===== src/rtl/sdspi_pkg.sv =====
// types and constants shared by the sd card spi sequencer
package sdspi_pkg;

    localparam int unsigned BLOCK_BYTES_DEF = 512;

    localparam logic [1:0] FUNC_INIT  = 2'd0;
    localparam logic [1:0] FUNC_READ  = 2'd1;
    localparam logic [1:0] FUNC_RX    = 2'd2;
    localparam logic [1:0] FUNC_DELAY = 2'd3;

    localparam logic [1:0] ACT_XCHG  = 2'd0;
    localparam logic [1:0] ACT_DELAY = 2'd1;
    localparam logic [1:0] ACT_DONE  = 2'd2;
    localparam logic [1:0] ACT_IDLE  = 2'd3;

    localparam logic [2:0] REG_PWR_DELAY   = 3'd0;
    localparam logic [2:0] REG_RETRY_DELAY = 3'd1;
    localparam logic [2:0] REG_POLL_LIMIT  = 3'd2;
    localparam logic [2:0] REG_ATTEMPTS    = 3'd3;
    localparam logic [2:0] REG_TOKEN_LIMIT = 3'd4;

    localparam logic [7:0] BYTE_FF    = 8'hFF;
    localparam logic [7:0] R1_IDLE    = 8'h01;
    localparam logic [7:0] TOKEN_DATA = 8'hFE;
    localparam logic [7:0] CMD_BASE   = 8'h40;
    localparam logic [7:0] CRC_CMD0   = 8'h95;
    localparam logic [7:0] CRC_CMD8   = 8'h87;
    localparam logic [7:0] CRC_OTHER  = 8'h01;
    localparam logic [31:0] ARG_CMD8  = 32'h0000_01AA;
    localparam logic [31:0] ARG_HCS   = 32'h4000_0000;
    localparam logic [31:0] ARG_BLKLEN = 32'd512;

    typedef struct packed {
        logic [1:0]  func;
        logic [31:0] block_number;
        logic [7:0]  rx_byte;
    } t_in_item;

    typedef struct packed {
        logic [1:0]  action;
        logic [7:0]  tx_byte;
        logic        cs_active;
        logic        slow_clock;
        logic [15:0] delay_count;
        logic        data_valid;
        logic [7:0]  data_byte;
        logic [8:0]  data_index;
        logic        success;
        logic [7:0]  last_r1;
    } t_out_item;

    typedef struct packed {
        logic [15:0] power_up_delay;
        logic [15:0] retry_delay;
        logic [7:0]  response_poll_limit;
        logic [11:0] init_attempt_limit;
        logic [19:0] token_wait_limit;
    } t_cfg;

    typedef enum logic [23:0] {
        PH_IDLE           = 24'd1 << 0,
        PH_PWR_DELAY      = 24'd1 << 1,
        PH_DUMMY          = 24'd1 << 2,
        PH_CMD0           = 24'd1 << 3,
        PH_CMD0_TAIL      = 24'd1 << 4,
        PH_CMD8           = 24'd1 << 5,
        PH_CMD8_EXTRA     = 24'd1 << 6,
        PH_CMD8_TAIL      = 24'd1 << 7,
        PH_CMD55          = 24'd1 << 8,
        PH_CMD55_TAIL     = 24'd1 << 9,
        PH_CMD41          = 24'd1 << 10,
        PH_CMD41_TAIL     = 24'd1 << 11,
        PH_RETRY_DELAY    = 24'd1 << 12,
        PH_CMD58          = 24'd1 << 13,
        PH_OCR            = 24'd1 << 14,
        PH_CMD58_TAIL     = 24'd1 << 15,
        PH_CMD16          = 24'd1 << 16,
        PH_CMD16_TAIL     = 24'd1 << 17,
        PH_CMD17          = 24'd1 << 18,
        PH_TOKEN          = 24'd1 << 19,
        PH_DATA           = 24'd1 << 20,
        PH_CRC            = 24'd1 << 21,
        PH_READ_TAIL      = 24'd1 << 22,
        PH_READ_FAIL_TAIL = 24'd1 << 23
    } t_phase;

endpackage


===== src/rtl/sdspi_cfg_regs.sv =====
// configuration register file of the sd card spi sequencer
module sdspi_cfg_regs
    import sdspi_pkg::*;
(
    input  logic        i_clk,
    input  logic        i_rst_n,
    input  logic        i_cfg_we,
    input  logic [2:0]  i_cfg_index,
    input  logic [19:0] i_cfg_data,
    output t_cfg        o_cfg
);
    t_cfg r_cfg;

    always_ff @(posedge i_clk) begin
        if (!i_rst_n) begin
            r_cfg.power_up_delay      <= 16'd32000;
            r_cfg.retry_delay         <= 16'd16000;
            r_cfg.response_poll_limit <= 8'd64;
            r_cfg.init_attempt_limit  <= 12'd2000;
            r_cfg.token_wait_limit    <= 20'd400000;
        end else if (i_cfg_we) begin
            case (i_cfg_index)
                REG_PWR_DELAY:   r_cfg.power_up_delay      <= i_cfg_data[15:0];
                REG_RETRY_DELAY: r_cfg.retry_delay         <= i_cfg_data[15:0];
                REG_POLL_LIMIT:  r_cfg.response_poll_limit <= i_cfg_data[7:0];
                REG_ATTEMPTS:    r_cfg.init_attempt_limit  <= i_cfg_data[11:0];
                REG_TOKEN_LIMIT: r_cfg.token_wait_limit    <= i_cfg_data;
                default: ;
            endcase
        end
    end

    assign o_cfg = r_cfg;
endmodule


===== src/rtl/sd_spi_init_and_block_read.sv =====
// sd card spi mode init and single block read sequencer, top level
// an accepted item's result is in the output register in the cycle after it is taken
// throughput: one item per cycle while o_stall is low; the phase register and its next-state logic set it
// the output register holds a result under stall; the next item is taken only
// if the output slot is free or drains in the same cycle
// reset: synchronous active low, phase idle, config registers at their defaults
module sd_spi_init_and_block_read
    import sdspi_pkg::*;
#(
    parameter int unsigned BLOCK_BYTES = BLOCK_BYTES_DEF
) (
    input  logic        i_clk,
    input  logic        i_rst_n,
    input  logic        i_valid,
    output logic        o_stall,
    input  t_in_item    i_item,
    output logic        o_valid,
    input  logic        i_stall,
    output t_out_item   o_item,
    input  logic        i_cfg_we,
    input  logic [2:0]  i_cfg_index,
    input  logic [19:0] i_cfg_data
);
    localparam int unsigned BC_W = $clog2(BLOCK_BYTES) + 1;

    localparam logic [1:0] RES_ON     = 2'd0;
    localparam logic [1:0] RES_OK     = 2'd1;
    localparam logic [1:0] RES_FAIL   = 2'd2;
    localparam logic [1:0] RES_IGNORE = 2'd3;

    t_cfg cfg;
    sdspi_cfg_regs u_cfg (
        .i_clk(i_clk), .i_rst_n(i_rst_n), .i_cfg_we(i_cfg_we),
        .i_cfg_index(i_cfg_index), .i_cfg_data(i_cfg_data), .o_cfg(cfg)
    );

    t_phase r_phase, n_phase;
    logic r_busy_op, n_busy_op;
    logic [19:0] r_poll, n_poll;
    logic [11:0] r_attempt, n_attempt;
    logic [3:0] r_frame, n_frame;
    logic [7:0] r_resp, n_resp;
    logic r_hc, n_hc;
    logic [7:0] r_read_resp, n_read_resp;
    logic [31:0] r_arg, n_arg;
    logic [BC_W-1:0] r_bc, n_bc;
    logic r_ovalid;
    t_out_item r_out, n_out;

    logic accept;
    assign o_stall = r_ovalid && i_stall;
    assign accept = i_valid && !o_stall;

    logic [7:0] poll_lim;
    logic [11:0] att_lim;
    logic [19:0] tok_lim;
    assign poll_lim = (cfg.response_poll_limit == 8'd0) ? 8'd1 : cfg.response_poll_limit;
    assign att_lim = (cfg.init_attempt_limit == 12'd0) ? 12'd1 : cfg.init_attempt_limit;
    assign tok_lim = (cfg.token_wait_limit == 20'd0) ? 20'd1 : cfg.token_wait_limit;

    function automatic logic is_cmd(input t_phase p);
        return p == PH_CMD0 || p == PH_CMD8 || p == PH_CMD55 || p == PH_CMD41 ||
               p == PH_CMD58 || p == PH_CMD16 || p == PH_CMD17;
    endfunction

    function automatic logic [7:0] cmd_num(input t_phase p);
        case (p)
            PH_CMD8:  return 8'd8;
            PH_CMD55: return 8'd55;
            PH_CMD41: return 8'd41;
            PH_CMD58: return 8'd58;
            PH_CMD16: return 8'd16;
            PH_CMD17: return 8'd17;
            default:  return 8'd0;
        endcase
    endfunction

    always_comb begin
        logic [1:0] res;
        logic [7:0] rx;
        logic [7:0] r;
        logic cdone;
        logic want_ok;
        logic [31:0] blk_arg;
        n_phase = r_phase; n_busy_op = r_busy_op; n_poll = r_poll;
        n_attempt = r_attempt; n_frame = r_frame; n_resp = r_resp; n_hc = r_hc;
        n_read_resp = r_read_resp; n_arg = r_arg; n_bc = r_bc;
        n_out = '0;
        n_out.action = ACT_IDLE;
        res = RES_ON; cdone = 1'b0; r = BYTE_FF;
        rx = i_item.rx_byte;
        blk_arg = r_hc ? i_item.block_number : {i_item.block_number[22:0], 9'd0};
        want_ok = (r_phase == PH_PWR_DELAY || r_phase == PH_RETRY_DELAY)
                  ? (i_item.func == FUNC_DELAY) : (i_item.func == FUNC_RX);
        if (r_phase == PH_IDLE) begin
            if (i_item.func == FUNC_INIT) begin
                n_busy_op = 1'b0; n_phase = PH_PWR_DELAY;
            end else if (i_item.func == FUNC_READ) begin
                n_busy_op = 1'b1; n_phase = PH_CMD17; n_frame = '0; n_poll = '0;
                n_arg = blk_arg;
            end else begin
                res = RES_IGNORE;
            end
        end else if (!want_ok) begin
            res = RES_IGNORE;
        end else if (is_cmd(r_phase)) begin
            if (r_frame < 4'd7) begin
                n_frame = r_frame + 4'd1;
            end else if (rx != BYTE_FF) begin
                cdone = 1'b1; r = rx;
            end else begin
                n_poll = r_poll + 20'd1;
                if (n_poll >= {12'd0, poll_lim}) cdone = 1'b1;
            end
            if (cdone) begin
                n_resp = r;
                case (r_phase)
                    PH_CMD0: n_phase = PH_CMD0_TAIL;
                    PH_CMD8: begin
                        if (r == R1_IDLE) begin
                            n_hc = 1'b1; n_bc = '0; n_phase = PH_CMD8_EXTRA;
                        end else begin
                            n_hc = 1'b0; n_phase = PH_CMD8_TAIL;
                        end
                    end
                    PH_CMD55: n_phase = PH_CMD55_TAIL;
                    PH_CMD41: n_phase = PH_CMD41_TAIL;
                    PH_CMD58: begin
                        n_bc = '0;
                        n_phase = (r == 8'd0) ? PH_OCR : PH_CMD58_TAIL;
                    end
                    PH_CMD16: n_phase = PH_CMD16_TAIL;
                    default: begin
                        n_read_resp = r;
                        if (r != 8'd0) n_phase = PH_READ_FAIL_TAIL;
                        else begin
                            n_poll = '0; n_phase = PH_TOKEN;
                        end
                    end
                endcase
            end
        end else begin
            case (r_phase)
                PH_PWR_DELAY: begin
                    n_bc = '0; n_phase = PH_DUMMY;
                end
                PH_DUMMY: begin
                    n_bc = r_bc + 1'b1;
                    if (n_bc >= BC_W'(10)) begin
                        n_phase = PH_CMD0; n_frame = '0; n_poll = '0; n_arg = '0;
                    end
                end
                PH_CMD0_TAIL: begin
                    if (r_resp != R1_IDLE) res = RES_FAIL;
                    else begin
                        n_phase = PH_CMD8; n_frame = '0; n_poll = '0; n_arg = ARG_CMD8;
                    end
                end
                PH_CMD8_EXTRA: begin
                    n_bc = r_bc + 1'b1;
                    if (n_bc >= BC_W'(4)) n_phase = PH_CMD8_TAIL;
                end
                PH_CMD8_TAIL: begin
                    n_attempt = '0;
                    n_phase = PH_CMD55; n_frame = '0; n_poll = '0; n_arg = '0;
                end
                PH_CMD55_TAIL: begin
                    if (r_resp > R1_IDLE) res = RES_FAIL;
                    else begin
                        n_phase = PH_CMD41; n_frame = '0; n_poll = '0;
                        n_arg = r_hc ? ARG_HCS : '0;
                    end
                end
                PH_CMD41_TAIL: begin
                    if (r_resp == 8'd0) begin
                        n_phase = PH_CMD58; n_frame = '0; n_poll = '0; n_arg = '0;
                    end else n_phase = PH_RETRY_DELAY;
                end
                PH_RETRY_DELAY: begin
                    n_attempt = r_attempt + 12'd1;
                    if (n_attempt >= att_lim) res = RES_FAIL;
                    else begin
                        n_phase = PH_CMD55; n_frame = '0; n_poll = '0; n_arg = '0;
                    end
                end
                PH_OCR: begin
                    if (r_bc == '0) n_hc = rx[6];
                    n_bc = r_bc + 1'b1;
                    if (n_bc >= BC_W'(4)) n_phase = PH_CMD58_TAIL;
                end
                PH_CMD58_TAIL: begin
                    if (r_hc) res = RES_OK;
                    else begin
                        n_phase = PH_CMD16; n_frame = '0; n_poll = '0; n_arg = ARG_BLKLEN;
                    end
                end
                PH_CMD16_TAIL: res = (r_resp != 8'd0) ? RES_FAIL : RES_OK;
                PH_TOKEN: begin
                    if (rx != BYTE_FF) begin
                        if (rx == TOKEN_DATA) begin
                            n_bc = '0; n_phase = PH_DATA;
                        end else begin
                            n_read_resp = BYTE_FF; n_phase = PH_READ_FAIL_TAIL;
                        end
                    end else begin
                        n_poll = r_poll + 20'd1;
                        if (n_poll >= tok_lim) begin
                            n_read_resp = BYTE_FF; n_phase = PH_READ_FAIL_TAIL;
                        end
                    end
                end
                PH_DATA: begin
                    n_out.data_valid = 1'b1;
                    n_out.data_byte = rx;
                    n_out.data_index = r_bc[8:0];
                    n_bc = r_bc + 1'b1;
                    if (n_bc >= BC_W'(BLOCK_BYTES)) begin
                        n_bc = '0; n_phase = PH_CRC;
                    end
                end
                PH_CRC: begin
                    n_bc = r_bc + 1'b1;
                    if (n_bc >= BC_W'(2)) begin
                        n_bc = '0; n_phase = PH_READ_TAIL;
                    end
                end
                PH_READ_TAIL: begin
                    n_bc = r_bc + 1'b1;
                    if (n_bc >= BC_W'(3)) res = RES_OK;
                end
                default: res = RES_FAIL;
            endcase
        end

        if (res == RES_IGNORE) begin
            n_out = '0;
            n_out.action = ACT_IDLE;
        end else if (res != RES_ON) begin
            n_phase = PH_IDLE; n_frame = '0;
            n_out = '0;
            n_out.action = ACT_DONE;
            n_out.success = (res == RES_OK);
            n_out.last_r1 = n_read_resp;
        end else begin
            // result for the phase we move into
            n_out.slow_clock = !n_busy_op;
            if (n_phase == PH_PWR_DELAY) begin
                n_out.action = ACT_DELAY; n_out.delay_count = cfg.power_up_delay;
            end else if (n_phase == PH_RETRY_DELAY) begin
                n_out.action = ACT_DELAY; n_out.delay_count = cfg.retry_delay;
            end else begin
                n_out.action = ACT_XCHG;
                if (is_cmd(n_phase)) begin
                    n_out.cs_active = 1'b1;
                    case (n_frame)
                        4'd1: n_out.tx_byte = CMD_BASE | cmd_num(n_phase);
                        4'd2: n_out.tx_byte = n_arg[31:24];
                        4'd3: n_out.tx_byte = n_arg[23:16];
                        4'd4: n_out.tx_byte = n_arg[15:8];
                        4'd5: n_out.tx_byte = n_arg[7:0];
                        4'd6: n_out.tx_byte = (n_phase == PH_CMD0) ? CRC_CMD0 :
                                              (n_phase == PH_CMD8) ? CRC_CMD8 : CRC_OTHER;
                        default: n_out.tx_byte = BYTE_FF;
                    endcase
                end else begin
                    n_out.tx_byte = BYTE_FF;
                    n_out.cs_active = (n_phase == PH_CMD8_EXTRA || n_phase == PH_OCR ||
                                       n_phase == PH_TOKEN || n_phase == PH_DATA ||
                                       n_phase == PH_CRC);
                end
            end
        end
    end

    always_ff @(posedge i_clk) begin
        if (!i_rst_n) begin
            r_phase <= PH_IDLE; r_busy_op <= 1'b0; r_poll <= '0; r_attempt <= '0;
            r_frame <= '0; r_resp <= BYTE_FF; r_hc <= 1'b0; r_read_resp <= '0;
            r_arg <= '0; r_bc <= '0; r_ovalid <= 1'b0;
        end else begin
            if (accept) begin
                r_phase <= n_phase; r_busy_op <= n_busy_op; r_poll <= n_poll;
                r_attempt <= n_attempt; r_frame <= n_frame; r_resp <= n_resp;
                r_hc <= n_hc; r_read_resp <= n_read_resp; r_arg <= n_arg; r_bc <= n_bc;
                r_ovalid <= 1'b1;
            end else if (!i_stall) begin
                r_ovalid <= 1'b0;
            end
        end
    end

    always_ff @(posedge i_clk) begin
        if (accept) r_out <= n_out;
    end

    assign o_valid = r_ovalid;
    assign o_item = r_out;
endmodule


===== config.mk =====
export PLATFORM = sky130hd
export DESIGN_NAME = sd_spi_init_and_block_read
export DESIGN_NICKNAME = d
export VERILOG_FILES = /design/src/rtl/sdspi_pkg.sv /design/src/rtl/sdspi_cfg_regs.sv /design/src/rtl/sd_spi_init_and_block_read.sv
export SDC_FILE = /design/constraint.sdc
export NUM_CORES = 1
export LEC_CHECK = 0
export BUFFER_PORTS_ARGS = -buffer_cell sky130_fd_sc_hd__clkbuf_2
export CAP_MARGIN = 20
export CORE_MARGIN = 2
export CORE_UTILIZATION = 44
export DETAILED_ROUTE_END_ITERATION = 8
export PLACE_DENSITY = 0.68
export SLEW_MARGIN = 40
export SYNTH_ARGS = -nofsm -noshare
export SYNTH_HDL_FRONTEND = slang
export SYNTH_SLANG_ARGS = --single-unit

===== constraint.sdc =====
create_clock -name i_clk -period 14.6 [get_ports i_clk]
set_clock_uncertainty 0.15 [all_clocks]
set_input_delay 0.73 -clock i_clk [delete_from_list [all_inputs] [get_ports i_clk]]
set_output_delay 0.73 -clock i_clk [all_outputs]
set_load 0.01 [all_outputs]

==> metrics.cfg <==
[logic_synthesis]
netlist.area_leader.share_pct=25.0
yosysUniqueCellTypes=90
synth_nets=2005
synth_commonest_cells=nand2_1, dfxtp_1, nor2_1, clkbuf_1, o21ai_0
synth_ff_type=dfxtp_1
yosysSeqAreaShare_pct=35.7
synth_area_leaders=dfxtp_1, edfxtp_1, nand2_1
synth_warnings=0
syn_area_per_cell_um2=8.20
async_flop_share_pct=0
synth_edf_count=55
yosysTopAreaCell=dfxtp_1
ys_ff_latch=248
yosys.cell_count.top_type=nand2_1
synthCells=1884
netlist_area_um2=15500

[timing]
setup_tns_ns=0
whs_ns=0.257
slew_viol_final=0
setup_viol=0
slew_headroom_pct=45.5
min_period_ns=6.84
tightest_slew_ns=0.811
max_freq_mhz=146
finalHoldViolCount=0
rsz0062_at_grt=no
min_period_over_period_pct=46.8

[clock_network]
cts_setup_buffers=0
root_buffer=clkbuf_16
cts_tree=done
cts_hold_buf=0
htreeDepth=1
cts_sinks=248
path_clk_slew_ns=0.06
clockBufferDepth=3
ctsResizeCount=0
worstSkewPairLatency_ns=0.56
numCtsBuffers=28

[final_layout]
post-route-util_pct=50.5
syn_to_final_growth_pct=12.8
fin_nets=2068
regArea_um2=5520
fill_cells=3419
drive_gt1_share_pct=14.6
n_antenna_cell=0
stdcell_count=2424
multi_input_area_um2=9340

[placement]
place_congestion=1.01
io_buffers=126
dpl.hpwl_mm=36.6
dpl.cell_count=2372

[routing]
drc_errors=0
antenna_left=0
vias_per_cell=6.06
route.met3.wl_mm=3.62
wirelength_mm=49.7
met2_wirelength_mm=22.4
wl_per_cell_um=20.5
vias=14698
met1Wirelength_mm=22.1
drt_iter0_drc=1384
drt_pass1_iterations=8
top_layer=met4

[hold_path]
hold_depth=3
hold_class=in -> reg

[floorplanning]
die_area_um2=36600
core_um2=34500
die_h_um=191
die_w_um=191
start_util_pct=44.7
ios=127
fp-row-count=68

[worst_setup_path]
start_kind=register
path_max_fanout=18
cp_slowest_stage_delay_ns=0.61
worst-path-buf-inv=1
critPathKind=reg -> reg
arrival_ns=6.96
cpMaxStageDelayCell=a2111oi_0
critical_path.top_delay_family=simple AND/OR/NAND/NOR gates
crit_path_end_kind=register
crit_chain=ha_1 > nand3_1 > or2_2 > xnor2_1 > ha_1 > o21ai_0 > o2111a_1 > o21ai_0 > a2111oi_0 > o2111ai_2 > and2_1 > a31oi_1 > nand3_1 > or3_1 > nor4_4 > buf_4 > or3_1 > a31oi_1
required_ns=14.72
r2r_cells=18
cp.depth=18

[power]
p_per_area_nw_per_um2=95.4
power.leakage_uw=0.00674
p_total_uw=1660
ir_worst_vdd_mv=0.0738

[grt]
track_usage_pct=26.9
grt.overflow.total=0
grt_pass1_wl_mm=78.2
grt_antenna_before_repair=0
grt_max_degree=108
first_global_vias=14032

[run]
drv_cap=0

[outcome]
status=completed

-- kinds of logic after synthesis --
kind of cell	after synthesis	synth area share, %
muxes	34	2.31
AOI/OAI and AO/OA	477	22.3
buffers and inverters	171	4.42
adders and majority gates	51	4.13
and+or+nand+nor	858	28.6
DFF	248	35.7
xor gates and xnor gates	45	2.55
-- layer usage --
layer	up-vias	track usage [%]
met4	0	8.46
met3	102	3.29
li1	7025	-
met5	-	0
met2	570	43.6
met1	7001	37.3
-- power by group --
group | switching (uW) | total (uW) | internal (uW)
combinational | 119 | 175 | 56.7
clock | 301 | 755 | 454
sequential | 9.92 | 732 | 722
-- state kept, by name, summed over array words and instances (netlist names) --
name and count:
o_item 55, o_valid 1, r_arg 32, r_attempt 12, r_bc 10, r_busy_op 1, r_frame 4, r_hc 1
r_phase 24, r_poll 20, r_read_resp 8, r_resp 8, u_cfg.o_cfg 72
-- worst register-to-register path: stages (launching register included) --
cell and delay (ns):
dfxtp_1 0.47, ha_1 0.31, nand3_1 0.27, or2_2 0.41, xnor2_1 0.33, ha_1 0.32, o21ai_0 0.19, o2111a_1 0.18
o21ai_0 0.18, a2111oi_0 0.61, o2111ai_2 0.54, and2_1 0.44, a31oi_1 0.36, nand3_1 0.24, or3_1 0.50, nor4_4 0.24
buf_4 0.34, or3_1 0.38, a31oi_1 0.10
-- final cells by class --
class	count	share of cell area, %
clock inverter	17	1.14
sequential	248	31.7
inverter	56	1.22
clock buffer	35	4.53
multi-input combinational	1465	53.6
tap	455	3.27
timing repair buffer	148	4.62
-- final timing paths --
check / start / endpoint / slack [ns]
hold reg to reg: r_arg[22] / r_arg[22] / 0.31
hold / removal: i_cfg_data[18] / u_cfg.o_cfg[18] / 0.26
setup reg to reg: r_poll[0] / o_item[48] / 7.76
setup / recovery: r_poll[0] / o_item[48] / 7.76
-- through the flow --
stage	setup slack [ns]	instance area [um^2]
floorplan	9.57	15500
global placement	8.03	16400
detailed placement	8.01	16400
CTS	7.94	17400
global route	7.51	17400
finish	7.76	17400
-- cells in the final DEF (no fill, tap or decap), types with 22 or more instances in the layout --
master,n
nand2_1,292
o211a_1,25
nand3_1,69
nor2b_1,53
a22oi_1,35
o211ai_1,22
xnor2_1,26
a21boi_0,77
dfxtp_1,192
clkbuf_2,125
nand4_1,37
nor4_1,35
clkbuf_16,30
nor3_1,61
and2_1,22
a21oi_1,74
nor2_1,116
and3_1,36
edfxtp_1,55
o21ai_0,80
mux2i_1,30
inv_1,55
ha_1,51
No activity file was read; power rests on OpenSTA's default activity.
